--- src/hdl/mlbc_pkg.sv ---
// mlbc_pkg: opcodes, status codes and constants of the multi-LED blink controller
// no dependencies; imported by the channel interfaces and the top level

package mlbc_pkg;

  // command opcodes carried on the input channel
  typedef enum logic [2:0] {
    OP_ON          = 3'd0,
    OP_MASK_ON     = 3'd1,
    OP_OFF         = 3'd2,
    OP_MASK_OFF    = 3'd3,
    OP_BLINK_START = 3'd4,
    OP_BLINK_STOP  = 3'd5,
    OP_SET_PERIOD  = 3'd6,
    OP_TICK        = 3'd7
  } opcode_t;

  // result status codes
  typedef enum logic [2:0] {
    ST_OK         = 3'd0,
    ST_NODEV      = 3'd1,
    ST_BLINKING   = 3'd2,
    ST_ZEROMASK   = 3'd3,
    ST_BLINKSTATE = 3'd4
  } status_t;

  // field widths
  localparam int IDX_W    = 8;
  localparam int MASK_W   = 8;
  localparam int MS_W     = 16;
  localparam int PERIOD_W = 10;
  localparam int OUT_LEDS = 8;

  // configuration port
  localparam int CFG_IDX_W  = 1;
  localparam int CFG_DATA_W = 8;
  localparam logic [CFG_IDX_W-1:0] CFG_NUM_LEDS    = 1'b0;
  localparam logic [CFG_IDX_W-1:0] CFG_ACTIVE_HIGH = 1'b1;
  localparam logic [3:0] NUM_LEDS_RST    = 4'd8;
  localparam logic [7:0] ACTIVE_HIGH_RST = 8'hff;

  // blink period: clamp in ms, then ms / 10 by reciprocal multiply
  localparam int CLAMP_W = 14;
  localparam int PROD_W  = 26;
  localparam logic [MS_W-1:0]     PERIOD_MS_MIN  = 16'd10;
  localparam logic [MS_W-1:0]     PERIOD_MS_MAX  = 16'd10000;
  localparam logic [PROD_W-1:0]   DIV10_MUL      = 26'd6554;
  localparam logic [PERIOD_W-1:0] DEFAULT_PERIOD = 10'd50;

endpackage

--- src/hdl/mlbc_cmd_if.sv ---
// mlbc_cmd_if: valid/ready command channel of the multi-LED blink controller
// depends on mlbc_pkg for the opcode type and field widths

interface mlbc_cmd_if import mlbc_pkg::*; ();
  logic              valid;
  logic              ready;
  opcode_t           opcode;
  logic [IDX_W-1:0]  led_index;
  logic [MASK_W-1:0] led_mask;
  logic [MS_W-1:0]   timeout_ms;

  modport source (output valid, output opcode, output led_index, output led_mask,
                  output timeout_ms, input ready);
  modport sink   (input valid, input opcode, input led_index, input led_mask,
                  input timeout_ms, output ready);
endinterface

--- src/hdl/mlbc_res_if.sv ---
// mlbc_res_if: valid/ready result channel of the multi-LED blink controller
// depends on mlbc_pkg for the status type and field widths

interface mlbc_res_if import mlbc_pkg::*; ();
  logic                valid;
  logic                ready;
  status_t             status;
  logic [OUT_LEDS-1:0] pin_levels;
  logic [OUT_LEDS-1:0] blinking_mask;

  modport source (output valid, output status, output pin_levels, output blinking_mask,
                  input ready);
  modport sink   (input valid, input status, input pin_levels, input blinking_mask,
                  output ready);
endinterface

--- src/hdl/multi_led_blink_controller.sv ---
// multi_led_blink_controller: top level, one lane of LED state per LED
// depends on mlbc_pkg, mlbc_cmd_if and mlbc_res_if

// Drives NUM_LEDS LED pins, polarity programmable for LEDs 0..7. Every command
// beat (on, off, mask on, mask off, blink start, blink stop, set period, tick)
// returns exactly one result beat carrying a status, the pin levels of LEDs 0..7
// and the blinking mask of LEDs 0..7. A command beat is captured in an input
// register, all LED lanes evaluate it in parallel while it is held there, and
// the result lands in an output register when the input stage advances; a new
// command can be taken every cycle as long as the result side keeps draining.
// The input and output registers hold one beat each, so with the result
// channel stalled the command channel takes at most one more beat and then
// drops ready for as long as the stall lasts. Mask commands walk LEDs upward
// and stop at the first blinking LED, leaving lower LEDs switched. Blink
// periods are clamped to 10..10000 ms and kept in 10 ms ticks; each tick beat
// counts every blinking LED down and toggles it on expiry. Configuration
// (num_leds, active_high_mask) must be written through the cfg_ port only
// while no command is in flight; the block does not enforce this. A polarity
// change does not re-drive any pin.

module multi_led_blink_controller import mlbc_pkg::*; #(
  parameter int NUM_LEDS = 8
) (
  input  logic                  clk,
  input  logic                  rst_n,
  mlbc_cmd_if.sink              in_ch,
  mlbc_res_if.source            out_ch,
  input  logic                  cfg_we,
  input  logic [CFG_IDX_W-1:0]  cfg_index,
  input  logic [CFG_DATA_W-1:0] cfg_wdata
);

  // LEDs visible on the result fields and reachable by mask commands
  localparam int VIS = (NUM_LEDS < OUT_LEDS) ? NUM_LEDS : OUT_LEDS;
  localparam logic [IDX_W-1:0] NUM_LEDS_IDX = IDX_W'(NUM_LEDS);

  // configuration registers
  logic [3:0] num_leds_r;
  logic [7:0] active_high_r;

  // per-LED lane state
  logic [NUM_LEDS-1:0] pin_r,    pin_nxt;
  logic [NUM_LEDS-1:0] active_r, active_nxt;
  logic [NUM_LEDS-1:0] phase_r,  phase_nxt;
  logic [PERIOD_W-1:0] period_r    [NUM_LEDS];
  logic [PERIOD_W-1:0] period_nxt  [NUM_LEDS];
  logic [PERIOD_W-1:0] countdn_r   [NUM_LEDS];
  logic [PERIOD_W-1:0] countdn_nxt [NUM_LEDS];

  // input register
  logic              s1_valid_r;
  opcode_t           s1_op_r;
  logic [IDX_W-1:0]  s1_idx_r;
  logic [MASK_W-1:0] s1_mask_r;
  logic [MS_W-1:0]   s1_ms_r;

  // output register
  logic                out_valid_r;
  status_t             out_status_r,  out_status_nxt;
  logic [OUT_LEDS-1:0] out_pins_r,    out_pins_nxt;
  logic [OUT_LEDS-1:0] out_blink_r,   out_blink_nxt;

  logic advance;

  // the input stage moves on when the output register is free or being drained
  assign advance     = s1_valid_r && (!out_valid_r || out_ch.ready);
  assign in_ch.ready = !s1_valid_r || advance;

  assign out_ch.valid         = out_valid_r;
  assign out_ch.status        = out_status_r;
  assign out_ch.pin_levels    = out_pins_r;
  assign out_ch.blinking_mask = out_blink_r;

  // ---------------------------------------------------------------------------
  // configuration writes
  always_ff @(posedge clk) begin
    if (!rst_n) begin
      num_leds_r    <= NUM_LEDS_RST;
      active_high_r <= ACTIVE_HIGH_RST;
    end else if (cfg_we) begin
      unique case (cfg_index)
        CFG_NUM_LEDS:    num_leds_r    <= cfg_wdata[3:0];
        CFG_ACTIVE_HIGH: active_high_r <= cfg_wdata;
        default: ;
      endcase
    end
  end

  // ---------------------------------------------------------------------------
  // command decode and lane update
  logic [IDX_W-1:0]    eff_cnt;
  logic [IDX_W-1:0]    num_leds_ext;
  logic                single_op;
  logic                no_dev;
  logic [NUM_LEDS-1:0] sel_vec;
  logic [NUM_LEDS-1:0] ah_vec;
  logic [NUM_LEDS-1:0] mask_vec;
  logic [NUM_LEDS-1:0] apply_vec;
  logic                sel_active;
  logic                blocked;
  logic                op_on;
  logic [CLAMP_W-1:0]  ms_clamped;
  logic [PROD_W-1:0]   div_prod;
  logic [PERIOD_W-1:0] new_period;

  assign num_leds_ext = IDX_W'(num_leds_r);
  assign eff_cnt      = (num_leds_ext < NUM_LEDS_IDX) ? num_leds_ext : NUM_LEDS_IDX;

  assign single_op = (s1_op_r == OP_ON) || (s1_op_r == OP_OFF) ||
                     (s1_op_r == OP_BLINK_START) || (s1_op_r == OP_BLINK_STOP) ||
                     (s1_op_r == OP_SET_PERIOD);
  assign no_dev    = single_op && (s1_idx_r >= eff_cnt);
  assign op_on     = (s1_op_r == OP_ON) || (s1_op_r == OP_MASK_ON);

  // clamp to 10..10000 ms, then divide by 10 (6554 / 2^16, exact over this range)
  always_comb begin
    if (s1_ms_r < PERIOD_MS_MIN) begin
      ms_clamped = CLAMP_W'(PERIOD_MS_MIN);
    end else if (s1_ms_r > PERIOD_MS_MAX) begin
      ms_clamped = CLAMP_W'(PERIOD_MS_MAX);
    end else begin
      ms_clamped = s1_ms_r[CLAMP_W-1:0];
    end
  end
  assign div_prod   = PROD_W'(ms_clamped) * DIV10_MUL;
  assign new_period = div_prod[PROD_W-1:16];

  // lane select, polarity and mask vectors
  always_comb begin
    ah_vec   = '1;
    mask_vec = '0;
    for (int i = 0; i < NUM_LEDS; i++) begin
      sel_vec[i] = (s1_idx_r == IDX_W'(i));
    end
    for (int i = 0; i < VIS; i++) begin
      ah_vec[i]   = active_high_r[i];
      mask_vec[i] = s1_mask_r[i] && (IDX_W'(i) < eff_cnt);
    end
  end

  assign sel_active = |(active_r & sel_vec);

  // mask walk: masked lanes below the first blinking lane in the mask get switched
  always_comb begin
    blocked   = 1'b0;
    apply_vec = '0;
    for (int i = 0; i < VIS; i++) begin
      apply_vec[i] = mask_vec[i] && !active_r[i] && !blocked;
      blocked      = blocked || (mask_vec[i] && active_r[i]);
    end
  end

  always_comb begin
    pin_nxt        = pin_r;
    active_nxt     = active_r;
    phase_nxt      = phase_r;
    period_nxt     = period_r;
    countdn_nxt    = countdn_r;
    out_status_nxt = ST_OK;

    if (no_dev) begin
      out_status_nxt = ST_NODEV;
    end else begin
      unique case (s1_op_r)
        OP_ON, OP_OFF: begin
          if (sel_active) begin
            out_status_nxt = ST_BLINKING;
          end else begin
            for (int i = 0; i < NUM_LEDS; i++) begin
              if (sel_vec[i]) pin_nxt[i] = op_on ~^ ah_vec[i];
            end
          end
        end
        OP_MASK_ON, OP_MASK_OFF: begin
          if (s1_mask_r == '0) begin
            out_status_nxt = ST_ZEROMASK;
          end else begin
            if (blocked) out_status_nxt = ST_BLINKING;
            for (int i = 0; i < NUM_LEDS; i++) begin
              if (apply_vec[i]) pin_nxt[i] = op_on ~^ ah_vec[i];
            end
          end
        end
        OP_BLINK_START: begin
          if (sel_active) begin
            out_status_nxt = ST_BLINKSTATE;
          end else begin
            active_nxt = active_r | sel_vec;
            for (int i = 0; i < NUM_LEDS; i++) begin
              if (sel_vec[i]) countdn_nxt[i] = period_r[i];
            end
          end
        end
        OP_BLINK_STOP: begin
          if (!sel_active) begin
            out_status_nxt = ST_BLINKSTATE;
          end else begin
            active_nxt = active_r & ~sel_vec;
          end
        end
        OP_SET_PERIOD: begin
          for (int i = 0; i < NUM_LEDS; i++) begin
            if (sel_vec[i]) period_nxt[i] = new_period;
          end
        end
        OP_TICK: begin
          // every blinking lane counts down; a count of 0 or 1 expires
          for (int i = 0; i < NUM_LEDS; i++) begin
            if (active_r[i]) begin
              if (countdn_r[i] <= PERIOD_W'(1)) begin
                phase_nxt[i]   = !phase_r[i];
                pin_nxt[i]     = !phase_r[i] ~^ ah_vec[i];
                countdn_nxt[i] = period_r[i];
              end else begin
                countdn_nxt[i] = countdn_r[i] - PERIOD_W'(1);
              end
            end
          end
        end
      endcase
    end

    out_pins_nxt  = '0;
    out_blink_nxt = '0;
    for (int i = 0; i < VIS; i++) begin
      out_pins_nxt[i]  = pin_nxt[i];
      out_blink_nxt[i] = active_nxt[i];
    end
  end

  // ---------------------------------------------------------------------------
  // lane state, committed when the command leaves the input register
  always_ff @(posedge clk) begin
    if (!rst_n) begin
      pin_r    <= '0;
      active_r <= '0;
      phase_r  <= '0;
      for (int i = 0; i < NUM_LEDS; i++) begin
        period_r[i]  <= DEFAULT_PERIOD;
        countdn_r[i] <= '0;
      end
    end else if (advance) begin
      pin_r     <= pin_nxt;
      active_r  <= active_nxt;
      phase_r   <= phase_nxt;
      period_r  <= period_nxt;
      countdn_r <= countdn_nxt;
    end
  end

  // input register
  always_ff @(posedge clk) begin
    if (!rst_n) begin
      s1_valid_r <= 1'b0;
    end else if (in_ch.ready) begin
      s1_valid_r <= in_ch.valid;
    end
  end

  always_ff @(posedge clk) begin
    if (in_ch.valid && in_ch.ready) begin
      s1_op_r   <= in_ch.opcode;
      s1_idx_r  <= in_ch.led_index;
      s1_mask_r <= in_ch.led_mask;
      s1_ms_r   <= in_ch.timeout_ms;
    end
  end

  // output register
  always_ff @(posedge clk) begin
    if (!rst_n) begin
      out_valid_r <= 1'b0;
    end else if (advance) begin
      out_valid_r <= 1'b1;
    end else if (out_ch.ready) begin
      out_valid_r <= 1'b0;
    end
  end

  always_ff @(posedge clk) begin
    if (advance) begin
      out_status_r <= out_status_nxt;
      out_pins_r   <= out_pins_nxt;
      out_blink_r  <= out_blink_nxt;
    end
  end

endmodule

--- src/flat_wrapper.sv ---
// flat-port wrapper written by rule: the top's interface ports become plain ports
module multi_led_blink_controller_flat import mlbc_pkg::*;
#(
  parameter int NUM_LEDS = 8
)
  (clk, rst_n, cfg_we, cfg_index, cfg_wdata, in_ch_valid, in_ch_opcode, in_ch_led_index, in_ch_led_mask, in_ch_timeout_ms, in_ch_ready, out_ch_valid, out_ch_status, out_ch_pin_levels, out_ch_blinking_mask, out_ch_ready);
  mlbc_cmd_if in_ch_i ();
  mlbc_res_if out_ch_i ();
  input  logic clk;
  input  logic rst_n;
  input  logic cfg_we;
  input  logic [CFG_IDX_W-1:0] cfg_index;
  input  logic [CFG_DATA_W-1:0] cfg_wdata;
  input wire logic [$bits(in_ch_i.valid)-1:0] in_ch_valid;
  input wire logic [$bits(in_ch_i.opcode)-1:0] in_ch_opcode;
  input wire logic [$bits(in_ch_i.led_index)-1:0] in_ch_led_index;
  input wire logic [$bits(in_ch_i.led_mask)-1:0] in_ch_led_mask;
  input wire logic [$bits(in_ch_i.timeout_ms)-1:0] in_ch_timeout_ms;
  output wire logic [$bits(in_ch_i.ready)-1:0] in_ch_ready;
  output wire logic [$bits(out_ch_i.valid)-1:0] out_ch_valid;
  output wire logic [$bits(out_ch_i.status)-1:0] out_ch_status;
  output wire logic [$bits(out_ch_i.pin_levels)-1:0] out_ch_pin_levels;
  output wire logic [$bits(out_ch_i.blinking_mask)-1:0] out_ch_blinking_mask;
  input wire logic [$bits(out_ch_i.ready)-1:0] out_ch_ready;
  assign in_ch_i.valid = in_ch_valid;
  assign in_ch_i.opcode = in_ch_opcode;
  assign in_ch_i.led_index = in_ch_led_index;
  assign in_ch_i.led_mask = in_ch_led_mask;
  assign in_ch_i.timeout_ms = in_ch_timeout_ms;
  assign in_ch_ready = in_ch_i.ready;
  assign out_ch_valid = out_ch_i.valid;
  assign out_ch_status = out_ch_i.status;
  assign out_ch_pin_levels = out_ch_i.pin_levels;
  assign out_ch_blinking_mask = out_ch_i.blinking_mask;
  assign out_ch_i.ready = out_ch_ready;
  multi_led_blink_controller #(.NUM_LEDS(NUM_LEDS)) u_core (.clk(clk), .rst_n(rst_n), .in_ch(in_ch_i), .out_ch(out_ch_i), .cfg_we(cfg_we), .cfg_index(cfg_index), .cfg_wdata(cfg_wdata));
endmodule
--- config.mk ---
export PLATFORM = sky130hd
export DESIGN_NAME = multi_led_blink_controller_flat
export DESIGN_NICKNAME = d
export VERILOG_FILES = /design/src/hdl/mlbc_pkg.sv /design/src/hdl/mlbc_cmd_if.sv /design/src/hdl/mlbc_res_if.sv /design/src/hdl/multi_led_blink_controller.sv /design/src/flat_wrapper.sv
export SDC_FILE = /design/constraint.sdc
export NUM_CORES = 1
export LEC_CHECK = 0
export ABC_AREA = 0
export BUFFER_PORTS_ARGS = -buffer_cell sky130_fd_sc_hd__buf_4
export CORE_ASPECT_RATIO = 0.8
export CORE_MARGIN = 2
export CORE_UTILIZATION = 49
export DETAILED_ROUTE_END_ITERATION = 10
export PLACE_DENSITY_LB_ADDON = 0.2
export SLEW_MARGIN = 20
export SYNTH_ARGS = -nofsm -noshare
export SYNTH_HDL_FRONTEND = slang
export SYNTH_SLANG_ARGS = --single-unit
export TNS_END_PERCENT = 10
--- constraint.sdc ---
create_clock -name clk -period 6.7 [get_ports clk]
set_input_delay 1.34 -clock clk [delete_from_list [all_inputs] [get_ports clk]]
set_output_delay 1.34 -clock clk [all_outputs]
set_load 0.01 [all_outputs]
# Yosys cells after proc, flatten, opt, wreduce, memory -nomap -nowiden
# Cells that the tools add are included.
# totals
reg_bits	252
# classes
eq_ne	31
magnitude_cmp	20
n_bitwise	22
multipliers	1
addsub	8
reduce_logical	107
n_mux	77
# op_table
op	n
$mux 10	24
$pmux 80 s2	1
$le 10x1->1 const B	8
$mux 80	1
$sub 10x1->10 const B	8
$mux 8	6
$reduce_and 6->1	8
$reduce_and 5->1	8
$logic_and 1x1->1	34
$mux 1	34
$eq 8x3->1 const B	4
$lt 3x8->1 const A	4
$ne 2x1->1 const B	16
$reduce_and 4->1	8
$mux 14	2
$logic_not 1->1	25
$mul 14x12->25 const B	1
$pmux 8 s3	1
$and 8x8->8	2
$eq 8x2->1 const B	2
$gt 16x14->1 const B	1
$logic_not 8->1	2
$lt 1x8->1 const A	2
$lt 16x4->1 const B	1
other kinds (23)	63

# Depth between registers and ports, before layout
# Gate-level depths: netlist (run 1).
# logic_depth
word_depth	17
mapped_depth	24

# Worst setup path after synthesis (run 1)
# No wires, ideal clock.
# synth_timing
kind	reg-to-reg
startpoint	reg u_core.s1_ms_r[1]
endpoint	reg u_core.period_r[18] (netlist bit)
setup_time_ns	0.137
arrival_time_ns	6.048
period_less_slack_ns	6.185
stages_incl_launch_ff	25
path_buffers	1
slack_ns	0.515
path_cell_list	edfxtp_1 o41ai_1 a21oi_1 o31ai_1 nand2_1 nor2_1 and2_1 ha_1 inv_1 fa_1 inv_1 fa_1 inv_1 fa_1 fa_1 inv_1 ha_1 a21o_1 a21o_1 nor3_1 o21ai_0 and3_1 clkbuf_1 a311oi_2 o31ai_1
# synth_via
elab_chain_cells	4
word_cells_on_any_way	5
cone_classes	1 x mul; 2 x order compare; 2 x mux
# synth_rtl
item	line_no	source
start: declaration	multi_led_blink_controller.sv:55	logic [MS_W-1:0] s1_ms_r;
start signal: assignment	multi_led_blink_controller.sv:265	s1_ms_r <= in_ch.timeout_ms;
$gt 16x14->1	multi_led_blink_controller.sv:119	end else if (s1_ms_r > PERIOD_MS_MAX) begin
$mux 14	multi_led_blink_controller.sv:119	
$mux 14 (*)	multi_led_blink_controller.sv:117	if (s1_ms_r < PERIOD_MS_MIN) begin
$mul 14x12->25 (*)	multi_led_blink_controller.sv:125	assign div_prod = PROD_W'(ms_clamped) * DIV10_MUL;
end signal: assignment	multi_led_blink_controller.sv:246	period_r <= period_nxt;
end: declaration	multi_led_blink_controller.sv:45	logic [PERIOD_W-1:0] period_r [NUM_LEDS];
# Mark *: on every way between the ends. The rest lies on a longest branch, timed or not.
# A chain may end at the register's enable or synchronous reset.

# Worst setup path after layout (run 1)
# layout_timing
startpoint	reg u_core.s1_ms_r[0]
endpoint	reg u_core.period_r[6] (netlist bit)
# The elaborated chain is that of the path after synthesis.

==> results of run 1 <==
## power groups by stage
stage	clock (mW)	combinational [mW]	sequential, mW
2_1_floorplan	0	0.690	1.63
3_3_place_gp	0	1.26	1.64
3_5_place_dp	0	1.28	1.64
4_1_cts	1.65	1.28	1.61
5_1_grt	1.72	1.44	1.62
6_report	1.63	1.33	1.61
## worst max path at each step
stage                                      to  slack, ns              start  cells past startpoint
after global routing       u_core.period_r[6]      -0.02  u_core.s1_ms_r[0]                     26
after global placement    u_core.period_r[16]       0.44  u_core.s1_ms_r[1]                     24
after CTS                 u_core.period_r[47]       0.21  u_core.s1_ms_r[1]                     26
after floorplan           u_core.period_r[18]       0.52  u_core.s1_ms_r[1]                     24
final                      u_core.period_r[6]       0.29  u_core.s1_ms_r[0]                     26
after detailed placement  u_core.period_r[47]       0.19  u_core.s1_ms_r[1]                     26
## cell usage in the layout, fill, tap and decap left out, types with 34 or more instances in the layout
cell type    n
dfxtp_1    198
or3_1       40
nor3_1      51
nor2_1     147
nand3_1     66
fa_1        46
o21ai_0     77
nand2_1    213
inv_1      127
o21ai_1     35
edfxtp_1    54
buf_4       99
a21oi_1    150
a31oi_1     34
ha_1       110
## sequential cells by signal (all words and copies together), names as in the netlist, 3 cells and up
name,flops
u_core.active_high_r,8
u_core.active_r,8
u_core.countdn_r,80
u_core.num_leds_r,4
u_core.out_ch.blinking_mask,8
u_core.out_ch.pin_levels,8
u_core.out_ch.status,3
u_core.period_r,80
u_core.phase_r,8
u_core.pin_r,8
u_core.s1_idx_r,8
u_core.s1_mask_r,8
u_core.s1_ms_r,16
u_core.s1_op_r,3
## layer usage
metal | up-vias | GRT usage [%] | share of wire, %
met1 | 6719 | 37.9 | 47
met5 | - | 0 | 0
met2 | 516 | 42.1 | 45
met3 | 65 | 3.04 | 7.0
li1 | 6713 | - | -
met4 | 0 | 4.74 | 1.7
## critical path: stages, from the launching register on
cell	delay, ns
edfxtp_1	0.45
o41ai_2	0.36
a21oi_1	0.12
o31ai_1	0.26
nand2_1	0.19
nor2_2	0.17
buf_4	0.15
and2_4	0.18
ha_1	0.28
xor2_1	0.16
ha_1	0.18
a21o_1	0.17
fa_1	0.49
fa_1	0.54
inv_1	0.05
fa_1	0.53
inv_1	0.04
ha_1	0.31
a21oi_1	0.16
o21ai_1	0.11
a31oi_1	0.28
o21ai_1	0.15
buf_4	0.17
and3_1	0.18
buf_4	0.16
or3_1	0.36
a21oi_1	0.12
## cell type report
| cell class | count | area, µm² | area share, % |
|---|---|---|---|
| multi-input cells | 1368 | 9320 | 52.9 |
| flip-flops and latches | 252 | 5590 | 31.7 |
| clock inverters | 18 | 238 | 1.35 |
| well taps | 420 | 526 | 2.98 |
| repair buffers | 100 | 754 | 4.28 |
| clock buffers | 32 | 714 | 4.06 |
| inverters | 128 | 483 | 2.74 |
## kinds of logic after synthesis
| group | after synthesis |
|---|---|
| muxes | 18 |
| buffers and inverters | 228 |
| and+or+nand+nor | 660 |
| AOI/OAI and AO/OA | 505 |
| adders and majority gates | 157 |
| xor gates and xnor gates | 28 |
| DFF | 252 |
## timing repair
item	in CTS	in global routing
gates resized for setup	0	14
setup buffers	0	2
endpoints found under the setup margin	0	41
==> metrics.md, run 1 <==
| Metric | Value |
|---|---|
| Final worst path period need | `6.41 ns` |
| Clk buf depth | `3` |
| Synth top area share | `25.1%` |
| Mapped Area | `0.0158 mm²` |
| Setup_tns | `0 ns` |
| CTS Buf Count | `27` |
| Fin nets | `2083` |
| Max-slew headroom | `25.0%` |
| Initial antenna violation count | `0` |
| Clk Latency, worst-skew pair | `0.56 ns` |
| Initial Utilization | `50.1%` |
| CTS Hold Bufs | `0` |
| Internal power | `3.03 mW` |
| Largest net degree at the start of global routing | `100` |
| Post-detail-place hpwl | `31.1 mm` |
| Placed insts | `2265` |
| CTS sink cnt | `252` |
| CTS H-tree lvls | `1` |
| DR pass1 iterations | `5` |
| Hold Crit Start | `u_core.period_r[63]` |
| Placed Area | `0.0166 mm²` |
| Wire per inst | `18.9 µm` |
| Synth Area in XOR/XNOR | `1.55%` |
| Most frequent cell after synthesis | `nand2_1` |
| WHS Endpoint | `u_core.period_r[63]` |
| Clk network pwr share | `35.6%` |
| R2r endpoint | `u_core.period_r[6]` |
| GPL Wtd Cong | `0.895` |
| Fmax | `156 MHz` |
| Hold Vio Cnt, Final | `0` |
| Mapped Avg Cell Area | `8.55 µm²` |
| Reg2reg path depth | `26` |
| Worst Setup End Kind | `register` |
| Mux cell area share after synthesis | `1.21%` |
| First-pass GRT wire length | `70.6 mm` |
| IO Pins | `70` |
| Final WS setup | `0.292 ns` |
| Detailed Route Iter0 Violations | `1322` |
| Outcome | `finished, final reports clean` |
| Syn_nets | `2054` |
| Combinational Power Share | `29.1%` |
| Max Cap Viol | `0` |
| Number of port buffers | `69` |
| GR Overflow Total | `0` |
| Static Leak | `7.16 nW` |
| Synth top area cells | `dfxtp_1 (25%), edfxtp_1 (10%), ha_1 (8.8%), fa_1 (5.8%), nand2_1 (5.1%)` |
| Final worst path period share | `95.6%` |
| Final non-filler cell total | `2318` |
| Most frequent cells after synthesis | `nand2_1 (213), dfxtp_1 (198), a21oi_1 (150), nor2_1 (148), inv_1 (128)` |
| Worst vdd ir | `0.279 mV` |
| WHS Path Cells | `2` |
| Skew final | `0.0215 ns` |
| Seq cells post-synth | `252` |
| Number of synthesized flops with an enable pin | `54` |
| CTS tree | `yes` |
| Final hold slack | `0.455 ns` |
| Compound-Gate Fraction of Synth Area | `21.1%` |
| Max Slew Vio Count | `0` |
| Die H | `165 µm` |
| Reg2reg setup slack | `0.29 ns` |
| Simple-gate share of the synthesized area | `20.2%` |
| Final ANT Viol Nets | `0` |
| Finished Cell Area | `0.0176 mm²` |
| Switch share | `33.6%` |
| Share of post-route cells with drive strength above 1 | `10.2%` |
| Remaining DRCs | `0` |
| Worst min-delay path class | `reg -> reg` |
| Synth area leader | `dfxtp_1` |
| Mapped Cells | `1848` |
| Synth unique cells | `86` |
| Rows | `58` |
| Die X | `205 µm` |
| Power Dens Cells | `259 mW/mm²` |
| Critical Path RT | `7.17 ns` |
| Worst-path clk slew | `0.06 ns` |
| Global Route Usage Sum | `26.1%` |
| DR vias/cell | `6.05` |
| RR Startpoint | `u_core.s1_ms_r[0]` |
| Worst Path Arrival | `6.88 ns` |
| Crit path launch type | `register` |
| Core area | `0.0316 mm²` |
| Area Growth Syn to Fin | `11.5%` |
| Tot Pwr | `4.57 mW` |
| Fillers | `2861` |
| WS Path Type | `reg -> reg` |
| Final setup vio count | `0` |
| Main combinational cell family by area after synthesis | `compound AO/OA/AOI/OAI gates` |
| Worst Path Max Fanout | `8` |
| Die area | `0.0337 mm²` |
| Synth warnings | `0` |
| Sequential area share after synthesis | `35.3%` |
| Final core occ | `55.8%` |
| Synth Flop Type | `dfxtp_1` |
| Vias in the first global route | `13261` |
| Vias | `14013` |
| Synth Area in Adders | `14.6%` |
| Final wirelength | `43.7 mm` |
| Ant. Diodes | `0` |
| Worst-Margin Slew | `1.11 ns` |
| Asr flop ratio synth | `0%` |
| NetSw | `1.54 mW` |
| Part of the power in registers | `35.3%` |
| Setup Slack @ Placement | `0.193 ns` |
| Root buffer cell | `clkbuf_16` |
Power figures use the tool's default switching activity.
==> inputs of run 2 (changes only) <==
Settings changed: SETUP_SLACK_MARGIN from default to 0.4.
==> metrics.md, run 2 (same netlist as run 1, synthesis figures left out) <==
| Metric | Value |
|---|---|
| Die H | `165 µm (unchanged)` |
| CTS H-tree lvls | `1 (unchanged)` |
| Tot Pwr | `4.77 mW (was 4.57 mW)` |
| Ant. Diodes | `0 (unchanged)` |
| Commonest non-fill, non-tap cell in the layout | `nand2_1 (unchanged)` |
| RR Startpoint | `u_core.s1_ms_r[0] (unchanged)` |
| Core area | `0.0316 mm² (unchanged)` |
| GR Overflow Total | `0 (unchanged)` |
| Die X | `205 µm (unchanged)` |
| Hold Vio Cnt, Final | `0 (unchanged)` |
| WS Path Type | `reg -> reg (unchanged)` |
| RSZ-0062 raised after global routing | `true` |
| Max Cap Viol | `0 (unchanged)` |
| CTS Hold Bufs | `0 (unchanged)` |
| Rows | `58 (unchanged)` |
| Fin nets | `2094 (was 2083)` |
| Final worst path period need | `6.15 ns (was 6.41 ns)` |
| Outcome | `finished, final reports clean (unchanged)` |
| Power Dens Cells | `264 mW/mm² (was 259 mW/mm²)` |
| Final ANT Viol Nets | `0 (unchanged)` |
| Root buffer cell | `clkbuf_16 (unchanged)` |
| Final core occ | `57.3% (was 55.8%)` |
| Worst-path clk slew | `0.06 ns (about the same)` |
| Max Slew Vio Count | `0 (unchanged)` |
| Crit path launch | `u_core.s1_ms_r[0] (unchanged)` |
| Die area | `0.0337 mm² (unchanged)` |
| CTS tree | `yes (unchanged)` |
| Wire per inst | `19.2 µm (was 18.9 µm)` |
| First-pass GRT wire length | `70.6 mm (about the same)` |
| Initial antenna violation count | `0 (unchanged)` |
| Detailed Route Iter0 Violations | `1363 (was 1322)` |
| Worst-Margin Slew | `1.15 ns (was 1.11 ns)` |
| Critical Path RT | `7.18 ns (was 7.17 ns)` |
| Worst Setup End Kind | `register (unchanged)` |
| Setup_tns | `0 ns (unchanged)` |
| Area Growth Syn to Fin | `14.4% (was 11.5%)` |
| GPL Wtd Cong | `0.895 (unchanged)` |
| Worst min-delay path class | `reg -> reg (unchanged)` |
| Number of port buffers | `69 (unchanged)` |
| Post-detail-place hpwl | `31.1 mm (unchanged)` |
| Global Route Usage Sum | `26.1% (about the same)` |
| Finished Cell Area | `0.0181 mm² (was 0.0176 mm²)` |
| Clk Latency, worst-skew pair | `0.56 ns (about the same)` |
| Final wirelength | `44.7 mm (was 43.7 mm)` |
| DR pass1 iterations | `5 (unchanged)` |
| Placed Area | `0.0166 mm² (unchanged)` |
| CTS sink cnt | `252 (unchanged)` |
| Final setup vio count | `0 (unchanged)` |
| Vias in the first global route | `13255 (was 13261)` |
| Initial Utilization | `50.1% (unchanged)` |
| Skew final | `0.0144 ns (was 0.0215 ns)` |
| Hold Crit Start | `u_core.period_r[63] (unchanged)` |
| Max-slew headroom | `22.9% (was 25.0%)` |
| Clk buf depth | `3 (unchanged)` |
| Vias | `14171 (was 14013)` |
| Share of post-route cells with drive strength above 1 | `13.3% (was 10.2%)` |
| Final worst path period share | `91.8% (was 95.6%)` |
| CTS Buf Count | `27 (unchanged)` |
| Fillers | `2790 (was 2861)` |
| Final hold slack | `0.456 ns (was 0.455 ns)` |
| Remaining DRCs | `0 (unchanged)` |
| Static Leak | `7.24 nW (was 7.16 nW)` |
| Worst vdd ir | `0.265 mV (was 0.279 mV)` |
| Most frequent cells in the layout | `nand2_1 (211), dfxtp_1 (198), nor2_1 (146) (was nand2_1 (213), dfxtp_1 (198), a21oi_1 (150))` |
| Fmax | `163 MHz (was 156 MHz)` |
| Largest regs | `u_core.countdn_r: 80 flops, u_core.period_r: 80 flops, u_core.s1_ms_r: 16 flops (unchanged)` |
| Worst Path Max Fanout | `8 (unchanged)` |
| FF+latch area | `0.00559 mm² (unchanged)` |
| Largest net degree at the start of global routing | `100 (unchanged)` |
| IO Pins | `70 (unchanged)` |
| DR vias/cell | `6.08 (was 6.05)` |
| Crit path launch type | `register (unchanged)` |
| Worst Path Arrival | `6.63 ns (was 6.88 ns)` |
| Footprint of the multi-input gates | `0.00968 mm² (was 0.00932 mm²)` |
run 2: worst max-delay path, stage by stage (launching register included):
cell,delay [ns]
edfxtp_1,0.44
o41ai_2,0.38
a21oi_1,0.12
o31ai_1,0.28
nand2_1,0.19
nor2_2,0.18
buf_6,0.13
and2_4,0.17
ha_1,0.28
ha_4,0.29
inv_1,0.05
fa_1,0.54
inv_1,0.06
fa_1,0.54
inv_1,0.06
fa_1,0.54
inv_1,0.07
ha_4,0.25
a21oi_4,0.18
o21ai_4,0.09
a31oi_4,0.18
o21ai_2,0.10
buf_6,0.14
and3_4,0.18
buf_6,0.13
or3_4,0.38
a21oi_2,0.13
run 2: repair_timing:
| action | in CTS | in global routing |
|---|---|---|
| setup endpoints to repair | 36 | 78 |
| gates cloned | 0 | 2 |
| setup buffers | 1 | 11 |
| resized for setup | 7 | 81 |
| pin swaps | 2 | 41 |
run 2: path summary, 6_finish.rpt:
path                            slack [ns]             endpoint  cells past startpoint
worst min-delay path                  0.46  u_core.period_r[63]                      2
worst max register to register        0.55  u_core.period_r[46]                     26
worst min register to register        0.46  u_core.period_r[63]                      2
worst max-delay path                  0.55  u_core.period_r[46]                     26
run 2: metrics by stage:
| stage | instances | setup WS, ns |
|---|---|---|
| global placement | 2265 | 0.440 |
| global route | 2329 | 0.351 |
| CTS | 2316 | 0.407 |
| floorplan | 1848 | 0.515 |
| detailed placement | 2265 | 0.193 |
| finish | 2329 | 0.547 |
run 2: per-layer routing:
metal / vias to the layer above / GRT usage [%] / routed length, µm / share of wire (%)
met5: - / 0 / 0 / 0
met4: 0 / 4.84 / 693 / 1.6
met3: 59 / 3.04 / 2950 / 6.6
met2: 493 / 42.1 / 20300 / 45
met1: 6876 / 37.9 / 20800 / 46
li1: 6743 / - / - / -
run 2: power breakdown:
group / switching [mW] / leakage, nW / internal [mW] / total, mW
Sequential: 0.0329 / 2.11 / 1.58 / 1.61
Clock: 0.641 / 0.458 / 0.988 / 1.63
Combinational: 0.965 / 4.67 / 0.565 / 1.53
run 2: final cells by class:
type / count / area share [%]
flip-flops and latches: 252 / 30.9
clock inverters: 18 / 1.31
well taps: 420 / 2.91
inverters: 128 / 2.67
clock buffers: 32 / 3.95
repair buffers: 111 / 4.76
multi-input cells: 1368 / 53.5
